==> config.mk <==
export PLATFORM = sky130hd
export DESIGN_NAME = repeated_block_suppressor
export DESIGN_NICKNAME = d
export VERILOG_FILES = /design/src/design/rbs_pkg.sv /design/src/design/rbs_key_store.sv /design/src/design/rbs_seq.sv /design/src/design/repeated_block_suppressor.sv
export SDC_FILE = /design/constraint.sdc
export NUM_CORES = 1
export LEC_CHECK = 0
export BUFFER_PORTS_ARGS = -buffer_cell sky130_fd_sc_hd__buf_2
export CAP_MARGIN = 20
export CELL_PAD_IN_SITES_DETAIL_PLACEMENT = 0
export CELL_PAD_IN_SITES_GLOBAL_PLACEMENT = 1
export CORE_MARGIN = 4
export CORE_UTILIZATION = 53
export DETAILED_ROUTE_END_ITERATION = 16
export MAX_ROUTING_LAYER = met4
export PLACE_DENSITY = 0.86
export REMOVE_ABC_BUFFERS = 1
export SLEW_MARGIN = 20
export SYNTH_ARGS = -nofsm -noshare
export SYNTH_HDL_FRONTEND = slang
export SYNTH_SLANG_ARGS = --single-unit
==> constraint.sdc <==
create_clock -name clk_i -period 6.93 [get_ports clk_i]
set_input_delay 0 -clock clk_i [delete_from_list [all_inputs] [get_ports clk_i]]
set_output_delay 0 -clock clk_i [all_outputs]
set_load 0.05 [all_outputs]
==> src/design/rbs_pkg.sv <==
// Shared types for the repeated block suppressor.
`default_nettype none

package rbs_pkg;

  // Store operations requested by the sequencer for one cycle
  typedef struct packed {
    logic ref_write;   // write the reference window at its fill position
    logic cand_write;  // append a candidate key
    logic shift;       // retire the oldest candidate into the reference
  } store_cmd_t;

  // Register field width of block_length
  localparam int unsigned LenW = 4;

endpackage

`default_nettype wire

==> src/design/rbs_key_store.sv <==
// Reference window and candidate buffer registers with one indexed read port each.
`default_nettype none

module rbs_key_store #(
  parameter int unsigned MAX_BLOCK = 8,
  parameter int unsigned KEY_WIDTH = 32,
  parameter int unsigned IdxW      = (MAX_BLOCK > 1) ? $clog2(MAX_BLOCK) : 1
) (
  input  wire                   clk_i,
  input  wire rbs_pkg::store_cmd_t cmd_i,
  input  wire  [KEY_WIDTH-1:0]  wr_key_i,
  input  wire  [IdxW-1:0]       ref_wr_idx_i,
  input  wire  [IdxW-1:0]       cand_wr_idx_i,
  input  wire  [IdxW-1:0]       last_idx_i,
  input  wire  [IdxW-1:0]       rd_idx_i,
  output logic [KEY_WIDTH-1:0]  ref_rd_key_o,
  output logic [KEY_WIDTH-1:0]  cand_rd_key_o,
  output logic [KEY_WIDTH-1:0]  cand_head_o
);

  logic [KEY_WIDTH-1:0] ref_q  [MAX_BLOCK];
  logic [KEY_WIDTH-1:0] cand_q [MAX_BLOCK];
  logic [KEY_WIDTH-1:0] ref_up [MAX_BLOCK];
  logic [KEY_WIDTH-1:0] cand_up[MAX_BLOCK];

  // Neighbour one place up, for the shift towards entry 0
  for (genvar g = 0; g < MAX_BLOCK; g++) begin : g_up
    if (g < MAX_BLOCK - 1) begin : g_mid
      assign ref_up[g]  = ref_q[g+1];
      assign cand_up[g] = cand_q[g+1];
    end else begin : g_top
      assign ref_up[g]  = ref_q[g];
      assign cand_up[g] = cand_q[g];
    end
  end

  // Key registers: payload only, no reset
  always_ff @(posedge clk_i) begin
    for (int j = 0; j < MAX_BLOCK; j++) begin
      if (cmd_i.ref_write && (IdxW'(j) == ref_wr_idx_i)) begin
        ref_q[j] <= wr_key_i;
      end else if (cmd_i.shift) begin
        if (IdxW'(j) == last_idx_i) begin
          ref_q[j] <= cand_q[0];
        end else if (IdxW'(j) < last_idx_i) begin
          ref_q[j] <= ref_up[j];
        end
      end
      if (cmd_i.cand_write && (IdxW'(j) == cand_wr_idx_i)) begin
        cand_q[j] <= wr_key_i;
      end else if (cmd_i.shift) begin
        cand_q[j] <= cand_up[j];
      end
    end
  end

  // Read ports
  assign ref_rd_key_o  = ref_q[rd_idx_i];
  assign cand_rd_key_o = cand_q[rd_idx_i];
  assign cand_head_o   = cand_q[0];

endmodule

`default_nettype wire

==> src/design/rbs_seq.sv <==
// Sequencer: one shared key comparator stepped over the held candidates, plus output register.
`default_nettype none

module rbs_seq #(
  parameter int unsigned MAX_BLOCK = 8,
  parameter int unsigned KEY_WIDTH = 32,
  parameter int unsigned IdxW      = (MAX_BLOCK > 1) ? $clog2(MAX_BLOCK) : 1,
  parameter int unsigned CntW      = $clog2(MAX_BLOCK + 1)
) (
  input  wire                        clk_i,
  input  wire                        rst_ni,
  // input items
  input  wire                        s_valid_i,
  output logic                       s_ready_o,
  input  wire  [KEY_WIDTH-1:0]       s_key_i,
  input  wire                        s_end_i,
  // results
  output logic                       m_valid_o,
  input  wire                        m_ready_i,
  output logic [KEY_WIDTH-1:0]       m_key_o,
  output logic                       m_last_o,
  // block_length writes
  input  wire                        cfg_valid_i,
  output logic                       cfg_ready_o,
  input  wire  [rbs_pkg::LenW-1:0]   cfg_data_i,
  // store side
  output rbs_pkg::store_cmd_t        cmd_o,
  output logic [IdxW-1:0]            ref_wr_idx_o,
  output logic [IdxW-1:0]            cand_wr_idx_o,
  output logic [IdxW-1:0]            last_idx_o,
  output logic [IdxW-1:0]            rd_idx_o,
  input  wire  [KEY_WIDTH-1:0]       ref_rd_key_i,
  input  wire  [KEY_WIDTH-1:0]       cand_rd_key_i,
  input  wire  [KEY_WIDTH-1:0]       cand_head_i
);

  localparam logic [1:0] StIdle  = 2'd0;
  localparam logic [1:0] StCmp   = 2'd1;
  localparam logic [1:0] StEmit  = 2'd2;
  localparam logic [1:0] StFlush = 2'd3;

  logic [1:0]           state_q, state_d;
  logic [CntW-1:0]      len_q, len_d;
  logic [CntW-1:0]      ref_fill_q, ref_fill_d;
  logic [CntW-1:0]      cand_fill_q, cand_fill_d;
  logic [CntW-1:0]      idx_q, idx_d;
  logic [KEY_WIDTH-1:0] res_key_q, res_key_d;
  logic                 out_valid_q;
  logic [KEY_WIDTH-1:0] out_key_q;
  logic                 out_last_q;

  logic                 s_acc, cfg_acc, out_free, keys_equal;
  logic [CntW-1:0]      cand_slot, idx_next, len_clamped;
  logic                 load_out, load_last;
  logic [KEY_WIDTH-1:0] load_key;

  // Handshakes: configuration wins over an item offered in the same cycle
  assign s_ready_o   = (state_q == StIdle) && !cfg_valid_i;
  assign cfg_ready_o = (state_q == StIdle);
  assign s_acc       = s_valid_i && s_ready_o;
  assign cfg_acc     = cfg_valid_i && cfg_ready_o;
  assign out_free    = !out_valid_q || m_ready_i;

  // Shared comparator and counter arithmetic
  assign keys_equal = (ref_rd_key_i == cand_rd_key_i);
  assign idx_next   = idx_q + CntW'(1);
  assign cand_slot  = (cand_fill_q >= len_q) ? (len_q - CntW'(1)) : cand_fill_q;

  // Block length: zero reads as one, large values saturate
  always_comb begin
    if (cfg_data_i == '0) begin
      len_clamped = CntW'(1);
    end else if (32'(cfg_data_i) > MAX_BLOCK) begin
      len_clamped = CntW'(MAX_BLOCK);
    end else begin
      len_clamped = CntW'(cfg_data_i);
    end
  end

  // Store addressing
  assign ref_wr_idx_o  = ref_fill_q[IdxW-1:0];
  assign cand_wr_idx_o = cand_slot[IdxW-1:0];
  assign last_idx_o    = IdxW'(len_q - CntW'(1));
  assign rd_idx_o      = idx_q[IdxW-1:0];

  // Sequencer
  always_comb begin
    state_d     = state_q;
    len_d       = len_q;
    ref_fill_d  = ref_fill_q;
    cand_fill_d = cand_fill_q;
    idx_d       = idx_q;
    res_key_d   = res_key_q;
    cmd_o       = '0;
    load_out    = 1'b0;
    load_key    = res_key_q;
    load_last   = 1'b1;
    case (state_q)
      StIdle: begin
        if (cfg_acc) begin
          len_d       = len_clamped;
          ref_fill_d  = '0;
          cand_fill_d = '0;
        end else if (s_acc) begin
          if (s_end_i) begin
            if (cand_fill_q == '0) begin
              ref_fill_d = '0;
            end else begin
              idx_d   = '0;
              state_d = StFlush;
            end
          end else if (ref_fill_q < len_q) begin
            // window still filling: pass the line straight through
            cmd_o.ref_write = 1'b1;
            ref_fill_d      = ref_fill_q + CntW'(1);
            res_key_d       = s_key_i;
            state_d         = StEmit;
          end else begin
            cmd_o.cand_write = 1'b1;
            cand_fill_d      = cand_slot + CntW'(1);
            idx_d            = '0;
            state_d          = StCmp;
          end
        end
      end
      StCmp: begin
        if (!keys_equal) begin
          // mismatch: oldest candidate goes out and into the window
          cmd_o.shift = 1'b1;
          cand_fill_d = cand_fill_q - CntW'(1);
          res_key_d   = cand_head_i;
          state_d     = StEmit;
        end else if (idx_next == cand_fill_q) begin
          // all held keys match; a full block is dropped
          if (cand_fill_q == len_q) begin
            cand_fill_d = '0;
          end
          state_d = StIdle;
        end else begin
          idx_d = idx_next;
        end
      end
      StEmit: begin
        if (out_free) begin
          load_out = 1'b1;
          state_d  = StIdle;
        end
      end
      StFlush: begin
        if (out_free) begin
          load_out  = 1'b1;
          load_key  = cand_rd_key_i;
          load_last = (idx_next == cand_fill_q);
          if (idx_next == cand_fill_q) begin
            ref_fill_d  = '0;
            cand_fill_d = '0;
            state_d     = StIdle;
          end else begin
            idx_d = idx_next;
          end
        end
      end
      default: begin
        state_d = StIdle;
      end
    endcase
  end

  // Control registers
  always_ff @(posedge clk_i or negedge rst_ni) begin
    if (!rst_ni) begin
      state_q     <= StIdle;
      len_q       <= CntW'(1);
      ref_fill_q  <= '0;
      cand_fill_q <= '0;
      idx_q       <= '0;
      out_valid_q <= 1'b0;
    end else begin
      state_q     <= state_d;
      len_q       <= len_d;
      ref_fill_q  <= ref_fill_d;
      cand_fill_q <= cand_fill_d;
      idx_q       <= idx_d;
      if (load_out) begin
        out_valid_q <= 1'b1;
      end else if (m_ready_i) begin
        out_valid_q <= 1'b0;
      end
    end
  end

  // Payload registers
  always_ff @(posedge clk_i) begin
    res_key_q <= res_key_d;
    if (load_out) begin
      out_key_q  <= load_key;
      out_last_q <= load_last;
    end
  end

  assign m_valid_o = out_valid_q;
  assign m_key_o   = out_key_q;
  assign m_last_o  = out_last_q;

endmodule

`default_nettype wire

==> src/design/repeated_block_suppressor.sv <==
// Top level of the repeated block suppressor: stream ports, sequencer and key store.
//
// Channel   Direction  Handshake              Content
// s_axis    in         tvalid/tready          tdata: line_key; tuser: end_of_input
// m_axis    out        tvalid/tready          tdata: out_key; tlast: last_of_run
// cfg       in         cfg_valid/cfg_ready    cfg_data: block_length
//
// While the reference window fills, a line item goes to the emit state; after that it
// steps the single key comparator over the held candidates, plus the emit state when a
// key is passed on. An end-of-input item emits each held key in turn.
// Reset empties both windows and sets block_length to 1.
// Output back-pressure holds the result register; the sequencer waits for it to free.
`default_nettype none

module repeated_block_suppressor #(
  parameter int unsigned MAX_BLOCK = 8,
  parameter int unsigned KEY_WIDTH = 32
) (
  input  wire                                   clk_i,
  input  wire                                   rst_ni,
  input  wire                                   s_axis_tvalid_i,
  output logic                                  s_axis_tready_o,
  input  wire  [((KEY_WIDTH + 7) / 8) * 8 - 1:0] s_axis_tdata_i,  // line_key
  input  wire                                   s_axis_tuser_i,  // end_of_input
  output logic                                  m_axis_tvalid_o,
  input  wire                                   m_axis_tready_i,
  output logic [((KEY_WIDTH + 7) / 8) * 8 - 1:0] m_axis_tdata_o,  // out_key
  output logic                                  m_axis_tlast_o,
  input  wire                                   cfg_valid_i,
  output logic                                  cfg_ready_o,
  input  wire  [rbs_pkg::LenW-1:0]              cfg_data_i
);

  localparam int unsigned DataW = ((KEY_WIDTH + 7) / 8) * 8;
  localparam int unsigned IdxW  = (MAX_BLOCK > 1) ? $clog2(MAX_BLOCK) : 1;
  localparam int unsigned CntW  = $clog2(MAX_BLOCK + 1);

  rbs_pkg::store_cmd_t  cmd;
  logic [IdxW-1:0]      ref_wr_idx, cand_wr_idx, last_idx, rd_idx;
  logic [KEY_WIDTH-1:0] ref_rd_key, cand_rd_key, cand_head, out_key;

  // Sequencer with shared comparator
  rbs_seq #(
    .MAX_BLOCK (MAX_BLOCK),
    .KEY_WIDTH (KEY_WIDTH),
    .IdxW      (IdxW),
    .CntW      (CntW)
  ) u_seq (
    .clk_i         (clk_i),
    .rst_ni        (rst_ni),
    .s_valid_i     (s_axis_tvalid_i),
    .s_ready_o     (s_axis_tready_o),
    .s_key_i       (s_axis_tdata_i[KEY_WIDTH-1:0]),
    .s_end_i       (s_axis_tuser_i),
    .m_valid_o     (m_axis_tvalid_o),
    .m_ready_i     (m_axis_tready_i),
    .m_key_o       (out_key),
    .m_last_o      (m_axis_tlast_o),
    .cfg_valid_i   (cfg_valid_i),
    .cfg_ready_o   (cfg_ready_o),
    .cfg_data_i    (cfg_data_i),
    .cmd_o         (cmd),
    .ref_wr_idx_o  (ref_wr_idx),
    .cand_wr_idx_o (cand_wr_idx),
    .last_idx_o    (last_idx),
    .rd_idx_o      (rd_idx),
    .ref_rd_key_i  (ref_rd_key),
    .cand_rd_key_i (cand_rd_key),
    .cand_head_i   (cand_head)
  );

  // Reference window and candidate buffer
  rbs_key_store #(
    .MAX_BLOCK (MAX_BLOCK),
    .KEY_WIDTH (KEY_WIDTH),
    .IdxW      (IdxW)
  ) u_store (
    .clk_i         (clk_i),
    .cmd_i         (cmd),
    .wr_key_i      (s_axis_tdata_i[KEY_WIDTH-1:0]),
    .ref_wr_idx_i  (ref_wr_idx),
    .cand_wr_idx_i (cand_wr_idx),
    .last_idx_i    (last_idx),
    .rd_idx_i      (rd_idx),
    .ref_rd_key_o  (ref_rd_key),
    .cand_rd_key_o (cand_rd_key),
    .cand_head_o   (cand_head)
  );

  // Pad the key to whole bytes
  assign m_axis_tdata_o = DataW'(out_key);

endmodule

`default_nettype wire

Yosys cells after proc, flatten, opt, wreduce, memory -nomap -nowiden
Memories as Yosys holds them, arrays and structs flattened.
Cells that the tools add are included.
Storage, ports and cells
  memory bits (writable): 512
  input bits: 42
  memories kept: 2
  flip-flop bits (word level): 84
  word-level logic and storage cells: 339
  output and inout bits: 36
Cells by class
  multiplexer cells: 203
  add/sub/neg operators: 5
  equality and inequality tests: 45
  reduce and logical (&&, ||, !) cells: 40
  bitwise logic cells: 24
  $lt $le $gt $ge: 11
Memory list
  u_store.cand_q: depth 8, width 32, rd ports 9, clocked after Yosys merged registers in 0, write ports 8, line rbs_key_store.sv:22  | logic [KEY_WIDTH-1:0] cand_q [MAX_BLOCK];
  u_store.ref_q: depth 8, width 32, rd ports 8, clocked after Yosys merged registers in 0, write ports 8, line rbs_key_store.sv:21  | logic [KEY_WIDTH-1:0] ref_q [MAX_BLOCK];
Operators with widths (count)
  32-bit 2-to-1 mux: 31
  1-bit 2-to-1 mux: 129
  4-bit 2-to-1 mux: 25
  32-bit one-hot mux with 2 select lines: 1
  3-bit equality test, first input constant: 12
  32-bit equality test: 1
  2-bit 2-to-1 mux: 13
  1-bit bitwise OR: 24
  4-bit one-hot mux with 3 select lines: 2
  3-bit inequality test, second input constant: 7
  1-bit logical AND: 19
  2-bit by 3-bit equality test with 1-bit output, first input constant: 6
  4-bit by 1-bit adder with 4-bit output, second input constant: 3
  3-bit less-than comparator, first input constant: 4
  6-bit AND reduction: 2
  2-bit inequality test, second input constant: 5
  1-bit by 3-bit equality test with 1-bit output, first input constant: 3
  3-bit logical NOT: 3
  4-bit equality test: 2
  4-bit logical NOT: 2
  2-bit by 1-bit inequality test with 1-bit output, second input constant: 4
  4-bit inequality test, second input constant: 2
  2-bit one-hot mux with 4 select lines: 1
  4-bit one-hot mux with 2 select lines: 1
  other kinds (18): 26

Longest topological paths before layout
  depth in word-level cells: 11
  depth in mapped cells: 18
  depth with buffers taken out: 13

By module
From an unflattened synthesis, not the netlist that was laid out.
Second synthesis, totals
  cells, all modules: 2265
  area, all modules: 32309.7 µm²
Modules (own cells, without submodules)
  rbs_key_store: instances 1, cells an instance 1830, area an instance 27592.7 µm², seq. area each 15374.7 µm²
  rbs_seq: instances 1, cells an instance 435, area an instance 4717.0 µm², seq. area each 2428.6 µm²

Least setup slack after synthesis
OpenSTA, ideal clock, no wires.
  kind: register to register
  start point: register u_seq.idx_q[0]
  end point: memory u_store.ref_q[5][0] (enable)
  clock period less this slack: 5351 ps
  cell stages (with the launch flop): 14
  library setup time: 466 ps
  setup slack: 1579 ps
  data arrival time: 4886 ps
  path buffers: 6
  cell sequence: dfrtp_1 buf_6 buf_4 buf_4 mux4_2 nand2_1 nor3_1 o32a_1 nand2_2 o21ai_4 buf_6 buf_6 buf_4 o21ai_0
RTL lines
  start: declaration: line rbs_seq.sv:46  | logic [CntW-1:0] idx_q, idx_d;
  start signal: assignment: line rbs_seq.sv:183  | idx_q <= idx_d;
  end: declaration: line rbs_key_store.sv:21

==> out/summary.txt <==
=====================================================================================
Syn-to-layout area delta                                                        9.90%
Cell area after synthesis                                                  0.0342 mm²
Number of placed cells counting well taps                                       3,487
Hpwl dp                                                                     60,600 µm
Cell depth of the worst hold path                                                   3
Critical Path Slowest Stage Cell                                              dfrtp_4
Number of ports placed on the die boundary                                         78
GR Layer Usage met3                                                             6.60%
Initial antenna violation count                                                     0
Leakage power of the design                                                 0.0125 µW
Via count of the first global-routing pass                                      25.1k
Maximum number of pins on one net before global-route repair                      257
GRT met2 Usage                                                                  48.4%
Share of the clock period used by the worst path after layout                   81.8%
Worst IR Drop VDD                                                          0.000394 V
Clock tree from TritonCTS                                                       built
GRT Max-Usage Layer                                                              met2
Most Frequent Cell on Critical Path                                            buf_12
Mean cell area of the mapped netlist                                         12.3 µm²
Hold Violations, Final                                                              0
Sw Pwr                                                                        7500 µW
Gpl congestion                                                                  0.873
Library cells used by synthesis                                                    78
Achievable clock frequency                                                    176 MHz
Clock-pin slew of the registers on the worst-case setup and hold paths        0.06 ns
Final cell count without fillers                                                3,657
Number of synthesized register bits                                               596
DIE HEIGHT                                                                     262 µm
Total of fill cells in the finished design                                      4,948
Delay of the slowest cell on the worst path                                   1.04 ns
Fraction of power consumed by combinational cells                               45.2%
Final critical-path required period                                           5.67 ns
Clock Root Buffer                                                           clkbuf_16
Bufs on Longest Clock Path                                                          3
Number of vias per cell                                                          6.99
Outcome                                                                  finished, final reports clean
Largest fanout on the critical path                                                42
Number of cells on the worst reg-to-reg path                                       12
All-layer global routing usage                                                  32.1%
Critical Path Sink Type                                                          flop
H-tree Lvls                                                                         3
Switching share of power                                                        42.6%
Core area                                                                  0.0634 mm²
Violation count after the first detailed-routing iteration                      3,644
Share of post-route cells with drive strength above 1                           23.3%
Number of buffers created by CTS                                                   68
Layout Skew                                                                 0.0280 ns
Die Footprint                                                              0.0687 mm²
Count of antenna diodes in the layout                                               0
Headroom to the max-slew limit                                                  25.3%
I/O Buffers                                                                        77
Power density cells                                                        468 mW/mm²
Post-synth EDFFs                                                                  577
Power share of the clock group                                                  20.4%
First-pass GRT wire length                                                 160,000 µm
Starting utilization of the core area                                           53.9%
Sinks on Clock Net                                                                596
Pint                                                                        10,100 µW
Number of failing setup endpoints in the final timing report                        0
Final-report max-slew violation count                                               0
Total gr overflow                                                                   0
Sequential cell fraction of total power                                         34.4%
Number of warnings printed during yosys synthesis                                   0
Final routed DRC violation total                                                    0
Post-layout power                                                           17,600 µW
Detail-routed net length per standard cell                                    29.7 µm
Met1 GRT Util                                                                   42.5%
Async set-reset flop share out of synthesis                                     3.19%
Total number of vias                                                            25.6k
Launching element type of the critical path                                      flop
Primary FF master, synth                                                     edfxtp_1
Insertion delay of the later-clocked pin in the worst-skew pair               0.62 ns
Sequential element share of the synthesized area                                52.0%
Max-Cap Viols                                                                       0
Die span in x                                                                  262 µm
RSZ-0062 raised after global routing                                               no
Category of the critical setup timing path                               flop to flop
Post-synthesis instance total                                                   2,776
Number of nets in the final layout                                              2,828
Class of the most critical hold timing path                              input pin to flop
Sum of routed wire length over all layers                                  109,000 µm
Worst-margin pin slew                                                         1.12 ns
Number of rows created at floorplan                                                92
Count of nets left with antenna violations after detail routing                     0
Endpoint arrival time on the critical path                                    6.03 ns
Total iterations of the first detailed-routing run                                  6
Cells along the critical path                                            buf_12 > and2_0 > a22oi_1 > nand2_1 > xnor2_1 > nor4_2 > nand4_4 > o21ai_2 > buf_4 > or3b_2 > buf_12 > mux2_1
Required time of the critical path                                            7.29 ns
=====================================================================================
## layout make-up
cell class | instances | area (µm²) | area share, %
clock inverter | 43 | 343 | 0.912
inverter | 56 | 210 | 0.559
sequential | 596 | 17800 | 47.4
tap | 846 | 1060 | 2.82
clock buffer | 82 | 1840 | 4.89
timing repair buffer | 182 | 1400 | 3.71
multi-input combinational | 1852 | 14900 | 39.7
## power by group through the flow
stage | registers (µW) | clock network [µW] | logic, µW
6_report | 6050 | 3590 | 7960
5_1_grt | 6130 | 3770 | 8340
4_1_cts | 6030 | 3610 | 7760
3_5_place_dp | 6100 | 0 | 7700
3_3_place_gp | 6060 | 0 | 7520
2_1_floorplan | 6330 | 0 | 4640
## cells in the mapped netlist, types with 59 or more instances
library cell,number,share of area [%]
a21oi_1,111,1.6
a31oi_1,129,2.4
clkbuf_1,141,1.5
edfxtp_1,577,51
mux2_1,59,1.9
mux2_2,233,7.7
mux4_2,114,7.5
nand2_1,174,1.9
nor2_1,158,1.7
nor3_1,113,1.7
o21ai_0,187,2.7
o31a_1,94,2.4
or3_1,68,1.2
## per-stage QoR
step / setup TNS [ns] / hold slack (ns) / worst slack [ns] / utilization, % / cell area (µm²)
after global routing: 0 / 0.244 / 1.01 / 59.3 / 37600
after floorplan: -2379.85 / -0.296 / -5.34 / - / 32700
final: 0 / 0.210 / 1.26 / 59.3 / 37600
after CTS: 0 / 0.179 / 1.37 / 59.2 / 37500
after global placement: 0 / 0.00162 / 1.30 / 55.0 / 34900
after detailed placement: 0 / 0.00949 / 1.37 / 55.1 / 34900
## critical path: cells and delay by family, from the launching register on
kind,cells,cell delay (ns)
buffers and inverters,3,1.12
AND/OR/NAND/NOR,5,2.33
AO/OA/AOI/OAI,2,0.39
XOR/XNOR,1,0.16
flip-flops,1,1.04
multiplexers,1,0.34
## metal layers
metal  wire [µm]  share of wire [%]
met5           0                  0
met4        5370                4.9
met3       12700                 12
met2       49900                 46
met1       40700                 37
## state kept, by name (all words and copies together) (netlist names)
name	flops
u_seq.m_key_o	32
u_store.ref_q	256
u_store.cand_q	256
u_seq.m_last_o	1
u_seq.state_q	2
u_seq.len_q	4
u_seq.idx_q	4
u_seq.m_valid_o	1
u_seq.res_key_q	32
u_seq.ref_fill_q	4
u_seq.cand_fill_q	4
## path summary, 6_finish.rpt
| kind | startpoint | end | slack, ns |
|---|---|---|---|
| max | u_seq.idx_q[0]$_DFFE_PN0P_ | u_store.ref_q[7][2]$_DFFE_PP_ | 1.26 |
| min | cfg_data_i[3] | u_seq.len_q[3]$_DFFE_PN0P_ | 0.21 |
| max reg2reg | u_seq.idx_q[0]$_DFFE_PN0P_ | u_store.ref_q[7][2]$_DFFE_PP_ | 1.26 |
| min reg2reg | u_seq.len_q[3]$_DFFE_PN0P_ | u_seq.len_q[3]$_DFFE_PN0P_ | 0.51 |
| max in group asynchronous | rst_ni | u_seq.idx_q[1]$_DFFE_PN0P_ | 5.96 |
| min in group asynchronous | rst_ni | u_seq.len_q[0]$_DFFE_PN1P_ | 0.44 |
## kinds of logic (layout without fill, tap and decap cells)
| kind of cell | after synthesis | in the layout | share of synthesized area (%) |
|---|---|---|---|
| buffers and inverters | 328 | 363 | 5.02 |
| AO/OA/AOI/OAI | 665 | 665 | 12.5 |
| XOR/XNOR | 102 | 102 | 2.61 |
| flip-flops | 596 | 596 | 52.0 |
| adder cells (fa/ha/maj) | 30 | 30 | 1.10 |
| AND/OR/NAND/NOR | 618 | 618 | 8.74 |
| multiplexers | 437 | 437 | 18.0 |
## cell usage in the layout, fill, tap and decap left out, drive strengths merged, types with 5 or more instances in the layout
cell	instances
buf	140
nor3	113
mux2	292
nor4	6
or4	32
nor2	158
nand2	175
a31oi	129
mux2i	31
mux4	114
edfxtp	577
o31ai	35
nand4	9
a22oi	5
clkinv	34
inv	58
or3	68
a211oi	33
nor2b	5
o21ai	195
xnor2	53
clkbuf	82
a21oi	111
nand2b	10
dlygate4sd3	42
xor2	49
o31a	94
nand3	14
ha	30
and2	16
a21o	37
dfrtp	18
## timing repair
action | CTS | global route
resized for setup | 0 | 0
hold endpoints to repair | 569 | 0
setup buffers | 0 | 0
hold buffers | 43 | 0
(Power assumes the default switching activity.)
